==> config.mk <==
export PLATFORM = sky130hd
export DESIGN_NAME = cursor_shape_to_argb_layers_unit
export DESIGN_NICKNAME = d
export VERILOG_FILES = /design/src/hdl/csal_pkg.sv /design/src/hdl/csal_cfg.sv /design/src/hdl/csal_front.sv /design/src/hdl/csal_fifo.sv /design/src/hdl/csal_back.sv /design/src/hdl/cursor_shape_to_argb_layers_unit.sv
export SDC_FILE = /design/constraint.sdc
export NUM_CORES = 1
export LEC_CHECK = 0
export ABC_AREA = 1
export BUFFER_PORTS_ARGS = -buffer_cell sky130_fd_sc_hd__buf_2
export CAP_MARGIN = 10
export CORE_AREA = 2 2 183 185
export DETAILED_ROUTE_END_ITERATION = 6
export DIE_AREA = 0 0 185 187
export PLACE_DENSITY = 0.64
export SYNTH_ARGS = -nofsm -noshare
export SYNTH_HDL_FRONTEND = slang
export SYNTH_SLANG_ARGS = --single-unit
==> constraint.sdc <==
create_clock -name i_clk -period 10.1 [get_ports i_clk]
set_input_delay 2.02 -clock i_clk [delete_from_list [all_inputs] [get_ports i_clk]]
set_output_delay 2.02 -clock i_clk [all_outputs]
set_load 0.1 [all_outputs]
==> src/hdl/csal_pkg.sv <==
// csal_pkg: shared types and constants of the cursor shape to argb layer converter
// used by every module of the block but csal_chk, no dependencies
`default_nettype none

package csal_pkg;

    localparam int C_MAX_WIDTH = 256;
    localparam int C_Q_DEPTH   = 4;
    localparam int C_Q_AW      = $clog2(C_Q_DEPTH);

    localparam logic [1:0] C_MODE_MONO   = 2'd0;
    localparam logic [1:0] C_MODE_COLOR  = 2'd1;
    localparam logic [1:0] C_MODE_MASKED = 2'd2;

    localparam logic [1:0] C_REG_MODE  = 2'd0;
    localparam logic [1:0] C_REG_LAYER = 2'd1;
    localparam logic [1:0] C_REG_WIDTH = 2'd2;
    localparam logic [1:0] C_REG_ITEMS = 2'd3;

    localparam logic [31:0] C_PIX_BLACK = 32'hFF00_0000;
    localparam logic [31:0] C_PIX_WHITE = 32'hFFFF_FFFF;
    localparam logic [31:0] C_PIX_CLEAR = 32'h0000_0000;
    localparam logic [7:0]  C_ALPHA_ON  = 8'hFF;
    localparam logic [7:0]  C_ALPHA_OFF = 8'h00;

    typedef struct packed {
        logic [1:0]  mode;
        logic        layer;
        logic [8:0]  width;
        logic [10:0] items;
    } t_cfg;

    typedef struct packed {
        logic        mono;
        logic        layer;
        logic [3:0]  cnt;
        logic [7:0]  and_b;
        logic [7:0]  xor_b;
        logic [31:0] pix;
        logic        bad;
    } t_job;

endpackage

`default_nettype wire

==> src/hdl/csal_cfg.sv <==
// csal_cfg: apb register file holding mode, layer, width and row pitch
// depends on csal_pkg
`default_nettype none

module csal_cfg (
    input  wire logic          i_clk,
    input  wire logic          i_rst_n,
    input  wire logic          psel,
    input  wire logic          penable,
    input  wire logic          pwrite,
    input  wire logic [3:0]    paddr,
    input  wire logic [31:0]   pwdata,
    output logic      [31:0]   prdata,
    output logic               pready,
    output csal_pkg::t_cfg     o_cfg,
    output logic               o_wr
);
    import csal_pkg::*;

    t_cfg       r_cfg;
    logic       wr;
    logic [1:0] idx;

    assign idx    = paddr[3:2];
    assign wr     = psel && penable && pwrite;
    assign pready = 1'b1;
    assign o_cfg  = r_cfg;
    assign o_wr   = wr;

    always_ff @(posedge i_clk) begin
        if (!i_rst_n) begin
            r_cfg.mode  <= C_MODE_MONO;
            r_cfg.layer <= 1'b0;
            r_cfg.width <= 9'd32;
            r_cfg.items <= 11'd4;
        end else if (wr) begin
            unique case (idx)
                C_REG_MODE:  r_cfg.mode  <= pwdata[1:0];
                C_REG_LAYER: r_cfg.layer <= pwdata[0];
                C_REG_WIDTH: r_cfg.width <= pwdata[8:0];
                C_REG_ITEMS: r_cfg.items <= pwdata[10:0];
            endcase
        end
    end

    always_comb begin
        unique case (idx)
            C_REG_MODE:  prdata = {30'd0, r_cfg.mode};
            C_REG_LAYER: prdata = {31'd0, r_cfg.layer};
            C_REG_WIDTH: prdata = {23'd0, r_cfg.width};
            C_REG_ITEMS: prdata = {21'd0, r_cfg.items};
        endcase
    end

endmodule

`default_nettype wire

==> src/hdl/csal_front.sv <==
// csal_front: accepts source items, tracks row position and builds pixel jobs
// depends on csal_pkg
`default_nettype none

module csal_front (
    input  wire logic           i_clk,
    input  wire logic           i_rst_n,
    input  wire csal_pkg::t_cfg i_cfg,
    input  wire logic           i_cfg_wr,
    input  wire logic           i_valid,
    output logic                o_ready,
    input  wire logic [7:0]     i_and_bits,
    input  wire logic [7:0]     i_xor_bits,
    input  wire logic [31:0]    i_color_pixel,
    input  wire logic           i_q_full,
    output logic                o_push,
    output csal_pkg::t_job      o_job
);
    import csal_pkg::*;

    logic [9:0]  r_row_idx;
    logic [9:0]  n_row_idx;
    logic [10:0] nxt;
    logic [8:0]  width_sat;
    logic [12:0] start;
    logic [12:0] diff;
    logic [3:0]  mono_cnt;
    logic [7:0]  alpha;
    logic        job_ok;
    logic        accept;
    t_job        job;

    assign o_ready = !i_q_full;
    assign accept  = i_valid && o_ready;
    assign alpha   = i_color_pixel[31:24];

    assign width_sat = (32'(i_cfg.width) > 32'(C_MAX_WIDTH)) ? 9'(C_MAX_WIDTH) : i_cfg.width;
    assign start     = {r_row_idx, 3'b000};
    assign diff      = 13'(width_sat) - start;

    always_comb begin
        if (13'(width_sat) <= start) begin
            mono_cnt = 4'd0;
        end else if (diff > 13'd8) begin
            mono_cnt = 4'd8;
        end else begin
            mono_cnt = diff[3:0];
        end
    end

    always_comb begin
        job.mono  = 1'b0;
        job.layer = i_cfg.layer;
        job.cnt   = 4'd1;
        job.and_b = i_and_bits;
        job.xor_b = i_xor_bits;
        job.pix   = i_color_pixel;
        job.bad   = 1'b0;
        job_ok    = 1'b0;
        unique case (i_cfg.mode)
            C_MODE_MONO: begin
                job.mono = 1'b1;
                job.cnt  = mono_cnt;
                job_ok   = (mono_cnt != 4'd0);
            end
            C_MODE_COLOR: begin
                job_ok = !i_cfg.layer;
            end
            C_MODE_MASKED: begin
                job_ok = 1'b1;
                if (i_cfg.layer) begin
                    if (alpha == C_ALPHA_OFF) begin
                        job.pix = C_PIX_CLEAR;
                    end else if (alpha != C_ALPHA_ON) begin
                        job.bad = 1'b1;
                    end
                end else begin
                    if (alpha == C_ALPHA_ON) begin
                        job.pix = C_PIX_CLEAR;
                    end else if (alpha == C_ALPHA_OFF) begin
                        job.pix = i_color_pixel | C_PIX_BLACK;
                    end else begin
                        job.bad = 1'b1;
                    end
                end
            end
            default: begin
                job_ok = 1'b0;
            end
        endcase
    end

    assign o_push = accept && job_ok;
    assign o_job  = job;

    // row wraps once the next position reaches the pitch
    assign nxt = 11'(r_row_idx) + 11'd1;

    always_comb begin
        n_row_idx = r_row_idx;
        if (i_cfg_wr) begin
            n_row_idx = 10'd0;
        end else if (accept && i_cfg.mode == C_MODE_MONO) begin
            n_row_idx = (nxt >= i_cfg.items) ? 10'd0 : nxt[9:0];
        end
    end

    always_ff @(posedge i_clk) begin
        if (!i_rst_n) begin
            r_row_idx <= 10'd0;
        end else begin
            r_row_idx <= n_row_idx;
        end
    end

endmodule

`default_nettype wire

==> src/hdl/csal_fifo.sv <==
// csal_fifo: short job queue between the front and the back
// depends on csal_pkg
`default_nettype none

module csal_fifo (
    input  wire logic           i_clk,
    input  wire logic           i_rst_n,
    input  wire logic           i_push,
    input  wire csal_pkg::t_job i_job,
    input  wire logic           i_pop,
    output csal_pkg::t_job      o_head,
    output logic                o_full,
    output logic                o_empty
);
    import csal_pkg::*;

    t_job              r_mem [C_Q_DEPTH];
    logic [C_Q_AW-1:0] r_wr_ptr;
    logic [C_Q_AW-1:0] r_rd_ptr;
    logic [C_Q_AW:0]   r_cnt;

    assign o_full  = (r_cnt == (C_Q_AW+1)'(C_Q_DEPTH));
    assign o_empty = (r_cnt == '0);
    assign o_head  = r_mem[r_rd_ptr];

    always_ff @(posedge i_clk) begin
        if (i_push) begin
            r_mem[r_wr_ptr] <= i_job;
        end
    end

    always_ff @(posedge i_clk) begin
        if (!i_rst_n) begin
            r_wr_ptr <= '0;
            r_rd_ptr <= '0;
            r_cnt    <= '0;
        end else begin
            if (i_push) begin
                r_wr_ptr <= (r_wr_ptr == C_Q_AW'(C_Q_DEPTH - 1)) ? '0 : r_wr_ptr + 1'b1;
            end
            if (i_pop) begin
                r_rd_ptr <= (r_rd_ptr == C_Q_AW'(C_Q_DEPTH - 1)) ? '0 : r_rd_ptr + 1'b1;
            end
            unique case ({i_push, i_pop})
                2'b10:   r_cnt <= r_cnt + 1'b1;
                2'b01:   r_cnt <= r_cnt - 1'b1;
                default: r_cnt <= r_cnt;
            endcase
        end
    end

endmodule

`default_nettype wire

==> src/hdl/csal_back.sv <==
// csal_back: expands queued jobs into pixels, one transfer per cycle while i_ready is high
// depends on csal_pkg
`default_nettype none

module csal_back (
    input  wire logic           i_clk,
    input  wire logic           i_rst_n,
    input  wire csal_pkg::t_job i_head,
    input  wire logic           i_empty,
    output logic                o_pop,
    output logic                o_valid,
    input  wire logic           i_ready,
    output logic [31:0]         o_pixel,
    output logic                o_last,
    output logic                o_bad
);
    import csal_pkg::*;

    logic [2:0]  r_pos;
    logic        r_valid;
    logic [31:0] r_pixel;
    logic        r_last;
    logic        r_bad;
    logic        advance;
    logic        load;
    logic        last;
    logic [2:0]  sh;
    logic        a_bit;
    logic        x_bit;
    logic [31:0] pix;

    assign advance = !r_valid || i_ready;
    assign load    = advance && !i_empty;
    assign last    = ({1'b0, r_pos} + 4'd1) == i_head.cnt;
    assign o_pop   = load && last;

    // msb is the leftmost column
    assign sh    = 3'd7 - r_pos;
    assign a_bit = i_head.and_b[sh];
    assign x_bit = i_head.xor_b[sh];

    always_comb begin
        if (!i_head.mono) begin
            pix = i_head.pix;
        end else if (i_head.layer) begin
            pix = (a_bit && x_bit) ? C_PIX_WHITE : C_PIX_CLEAR;
        end else begin
            unique case ({x_bit, a_bit})
                2'b00:   pix = C_PIX_BLACK;
                2'b10:   pix = C_PIX_WHITE;
                default: pix = C_PIX_CLEAR;
            endcase
        end
    end

    always_ff @(posedge i_clk) begin
        if (!i_rst_n) begin
            r_valid <= 1'b0;
            r_pos   <= 3'd0;
        end else if (advance) begin
            r_valid <= !i_empty;
            if (load) begin
                r_pos <= last ? 3'd0 : r_pos + 3'd1;
            end
        end
    end

    always_ff @(posedge i_clk) begin
        if (load) begin
            r_pixel <= pix;
            r_last  <= last;
            r_bad   <= i_head.bad;
        end
    end

    assign o_valid = r_valid;
    assign o_pixel = r_pixel;
    assign o_last  = r_last;
    assign o_bad   = r_bad;

endmodule

`default_nettype wire

==> src/hdl/cursor_shape_to_argb_layers_unit.sv <==
// cursor_shape_to_argb_layers_unit: top level of the cursor shape converter
// depends on csal_pkg, csal_cfg, csal_front, csal_fifo, csal_back
`default_nettype none

// Turns a cursor shape into one 32-bit ARGB layer (alpha or xor, per
// layer_select). The result port carries one pixel transfer per cycle
// while m_tready is high. A monochrome mask byte yields up to 8 pixels
// (none in the row padding); a color item yields one, none in color mode
// with layer set. The front accepts an item every cycle while the 4-entry
// job queue has room, so input rate is set by the result port. Items pass
// the job queue, then the output register. The user must write registers
// through the APB port only while the block is idle; the block does not
// enforce this. Any write restarts the row position.
module cursor_shape_to_argb_layers_unit (
    input  wire logic        i_clk,
    input  wire logic        i_rst_n,
    input  wire logic        psel,
    input  wire logic        penable,
    input  wire logic        pwrite,
    input  wire logic [3:0]  paddr,
    input  wire logic [31:0] pwdata,
    output logic      [31:0] prdata,
    output logic             pready,
    input  wire logic        s_tvalid,
    output logic             s_tready,
    input  wire logic [47:0] s_tdata,   // and_bits[7:0], xor_bits[15:8], color_pixel[47:16]
    output logic             m_tvalid,
    input  wire logic        m_tready,
    output logic      [31:0] m_tdata,   // out_pixel[31:0]
    output logic             m_tlast,
    output logic             m_tuser    // bad_alpha[0]
);
    import csal_pkg::*;

    t_cfg cfg;
    logic cfg_wr;
    logic push;
    t_job job;
    logic pop;
    t_job head;
    logic q_full;
    logic q_empty;

    csal_cfg u_cfg (
        .i_clk   (i_clk),
        .i_rst_n (i_rst_n),
        .psel    (psel),
        .penable (penable),
        .pwrite  (pwrite),
        .paddr   (paddr),
        .pwdata  (pwdata),
        .prdata  (prdata),
        .pready  (pready),
        .o_cfg   (cfg),
        .o_wr    (cfg_wr)
    );

    csal_front u_front (
        .i_clk         (i_clk),
        .i_rst_n       (i_rst_n),
        .i_cfg         (cfg),
        .i_cfg_wr      (cfg_wr),
        .i_valid       (s_tvalid),
        .o_ready       (s_tready),
        .i_and_bits    (s_tdata[7:0]),
        .i_xor_bits    (s_tdata[15:8]),
        .i_color_pixel (s_tdata[47:16]),
        .i_q_full      (q_full),
        .o_push        (push),
        .o_job         (job)
    );

    csal_fifo u_fifo (
        .i_clk   (i_clk),
        .i_rst_n (i_rst_n),
        .i_push  (push),
        .i_job   (job),
        .i_pop   (pop),
        .o_head  (head),
        .o_full  (q_full),
        .o_empty (q_empty)
    );

    csal_back u_back (
        .i_clk   (i_clk),
        .i_rst_n (i_rst_n),
        .i_head  (head),
        .i_empty (q_empty),
        .o_pop   (pop),
        .o_valid (m_tvalid),
        .i_ready (m_tready),
        .o_pixel (m_tdata),
        .o_last  (m_tlast),
        .o_bad   (m_tuser)
    );

endmodule

`default_nettype wire

==> results.toml <==
[run_status]
status = "completed"

[synth]
yosys.area_share.adder = 0.0269
synth_top_family_by_area = "simple AND/OR/NAND/NOR gates"
syn_area_per_cell_sq_um = 10.5
synth_top_cells_by_count = "edfxtp_1 (254), nand2_1 (201), nor2_1 (188)"
synth.most_common_cell = "edfxtp_1"
yosysTopAreaCell = "edfxtp_1"
yosysWarnings = 0
yosys.area.top_type_share = 0.581
synth_xor_area_frac = 0.00800
yosysUniqueCellTypes = 37
ys_seq_area_frac = 0.651
ys_seq_elements = 300
async_flop_share = 0
synth_compound_area_frac = 0.108
netlist_top_cells_area = "edfxtp_1 (58%), dfxtp_1 (7.0%), nand2_1 (5.7%)"
synth_area_sq_mm = 0.0131
synth_ff_type = "edfxtp_1"
synth_mux_area_frac = 0
synth_edf_count = 254
yosys.area_share.simple = 0.141
syn_inst = 1253

[placement]
numPortBuffers = 114
place_congestion = 0.812
dp_slack_ns = 4.80
hpwlAfterDp_microns = 16800
dpl.cell_count = 1774

[clock_tree]
clk_path_buf_depth = 3
cts-buffers-inserted = 31
clk_pin_slew_worst_paths_ns = 0.06
clk_latency_ns = 0.57
h-tree-depth = 1
cts_resized = 0
post_cts_buffers = 0
cts_tree = "done"
clock-sinks = 300
cts-hold-fix-buffers = 0
cts_root_buf = "clkbuf_16"

[cells_and_area]
final_util = 0.459
regArea_sq_mm = 0.00855
multi_input_area_sq_mm = 0.00387
fill_cells = 3096
drive_gt1_frac = 0.132
final_nets = 1477
area_growth_pct = 14.8
final_cells = 1833

[die]
start_util = 0.400
rows = 67
fp.coreArea_sq_mm = 0.0329
die_w_microns = 185
dieArea_sq_mm = 0.0346
ios = 160
die_h_microns = 187

[power]
max-vdd-ir-drop_mv = 0.142
p_leak_uw = 0.00595
power_density_mw_per_mm2 = 236

[grt]
grt_pass1_vias = 8535
grt.overflow.total = 0
grt_pass1_wl_microns = 44000
grt_usage = 0.159
antenna_found_initial = 3
grt_max_degree = 112

[worst_setup_path]
cp.required_ns = 8.08
timing.rr.start = "u_cfg.o_cfg[11]$_SDFFE_PN0P_"
crit_type = "input port to output pin"
r2r-end = "u_fifo.r_mem[0][41]$_DFFE_PP_"
path_cells = "buf_2, inv_1, nor2_1, clkinv_1, o221ai_1, buf_2"
reg2regPathDepth = 20
crit_arrival_ns = 3.31
critPathMaxStageDelay_ns = 0.47
worst_setup_path_end_kind = "output pin"
reg2reg_slack_ns = 5.98
critPathSlowestCell = "buf_2"
crit_top_cell = "buf_2"
cp-start-kind = "input port"
cp_max_fo = 9

[worst_hold_path]
worstHoldStart = "u_fifo.r_rd_ptr[1]$_SDFFE_PN0P_"
hp-class = "flip-flop to flip-flop"
holdPathStages = 2

[sta]
hold_viol = 0
rsz0062_at_grt = "false"
fin_ws_ns = 4.77
fin_skew_ns = 0.0218
slew_viol_final = 0
period_minus_slack_ns = 5.33
max_freq_ghz = 0.188
setup_violations = 0
tightest_slew_ns = 1.12
slew_headroom = 0.255
fin_crit_sh = 0.528
tns_ns = 0

[detailed_routing]
wl_per_cell_microns = 15.3
viasPerCell = 4.92
drc = 0
drt-total-wl_microns = 28000
num_vias = 9012
detail-route-antenna-nets = 0
first_pass_iters = 5
drtIter0Drc = 648

[job]
drv_cap = 0
==> routing by layer <==
layer | GRT usage | up-vias | wire length [microns]
li1 | - | 4513 | -
met1 | 0.212 | 4217 | 12300
met2 | 0.272 | 234 | 13500
met3 | 0.0263 | 44 | 1570
met4 | 0.0385 | 4 | 561
met5 | 0 | - | 17
==> through the flow <==
stage | area (sq um) | power, uW | hold WS (ns)
5_1_grt | 15100 | 3710 | 0.522
2_1_floorplan | 13200 | 2320 | 0.455
3_5_place_dp | 14100 | 2500 | 0.477
4_1_cts | 15100 | 3590 | 0.485
3_3_place_gp | 14100 | 2490 | 0.473
6_report | 15100 | 3560 | 0.488
==> cell type report <==
type / instances / area share
clock inverters: 22 / 0.0127
repair buffers: 125 / 0.0433
flip-flops and latches: 300 / 0.567
clock buffers: 36 / 0.0527
well taps: 448 / 0.0372
multi-input cells: 780 / 0.257
inverters: 121 / 0.0301
diodes: 1 / 0.000166
==> layout by cell type, fill, tap and decap left out, types with 2 or more instances in the layout <==
cell type | synthesis | final
clkbuf_1 | 35 | 5
bufinv_16 | 0 | 3
buf_2 | 11 | 114
a32oi_1 | 2 | 2
ha_1 | 25 | 25
o21ai_0 | 129 | 129
xor2_1 | 9 | 9
conb_1 | 2 | 22
nor2_4 | 0 | 4
clkinv_2 | 0 | 7
buf_4 | 22 | 11
clkbuf_16 | 0 | 31
nand2_1 | 201 | 201
nand3_1 | 48 | 48
nor4_1 | 4 | 4
nand2_2 | 2 | 2
nor3_1 | 7 | 7
a211oi_1 | 2 | 2
nand4_1 | 9 | 9
xnor2_1 | 3 | 3
edfxtp_1 | 254 | 254
o221ai_1 | 10 | 10
inv_2 | 3 | 3
inv_1 | 116 | 116
o22ai_1 | 43 | 43
o211ai_1 | 7 | 7
fa_1 | 2 | 2
clkinv_1 | 2 | 11
nor2_1 | 188 | 184
dfxtp_1 | 46 | 45
a21oi_1 | 59 | 59
==> critical path: cells and delay by family <==
kind,cells,cell delay [ns]
AOI/OAI and AO/OA,1,0.26
buffers and inverters,4,0.93
and+or+nand+nor,1,0.10
==> registers in the layout, summed over array words and instances, names as in the netlist, named ones only <==
name               count
u_back.o_bad           1
u_back.o_last          1
u_back.o_pixel        32
u_back.o_valid         1
u_back.r_pos           3
u_cfg.o_cfg           23
u_fifo.r_cnt           3
u_fifo.r_mem         220
u_fifo.r_rd_ptr        2
u_fifo.r_wr_ptr        2
u_front.r_row_idx     10
==> report_power, final <==
group	total, uW	leakage (uW)	switching, uW	internal, uW
Clock	1100	0.000482	457	639
Sequential	1560	0.00270	39.0	1520
Combinational	905	0.00277	753	151
==> worst max path at each step <==
stage	cells after the start	start	endpoint
floorplan	4	paddr[3]	prdata[1]
detailed placement	6	paddr[3]	prdata[1]
global placement	6	paddr[3]	prdata[1]
CTS	6	paddr[3]	prdata[1]
finish	6	paddr[3]	prdata[1]
global route	6	paddr[3]	prdata[1]
==> cell families (layout without fill, tap and decap cells) <==
family / count (synthesis) / count (layout)
and+or+nand+nor: 461 / 461
other: 2 / 23
AOI/OAI and AO/OA: 258 / 258
DFF: 300 / 300
buffers and inverters: 193 / 304
adders and majority gates: 27 / 27
xor gates and xnor gates: 12 / 12
Power figures use the tool's default switching activity.
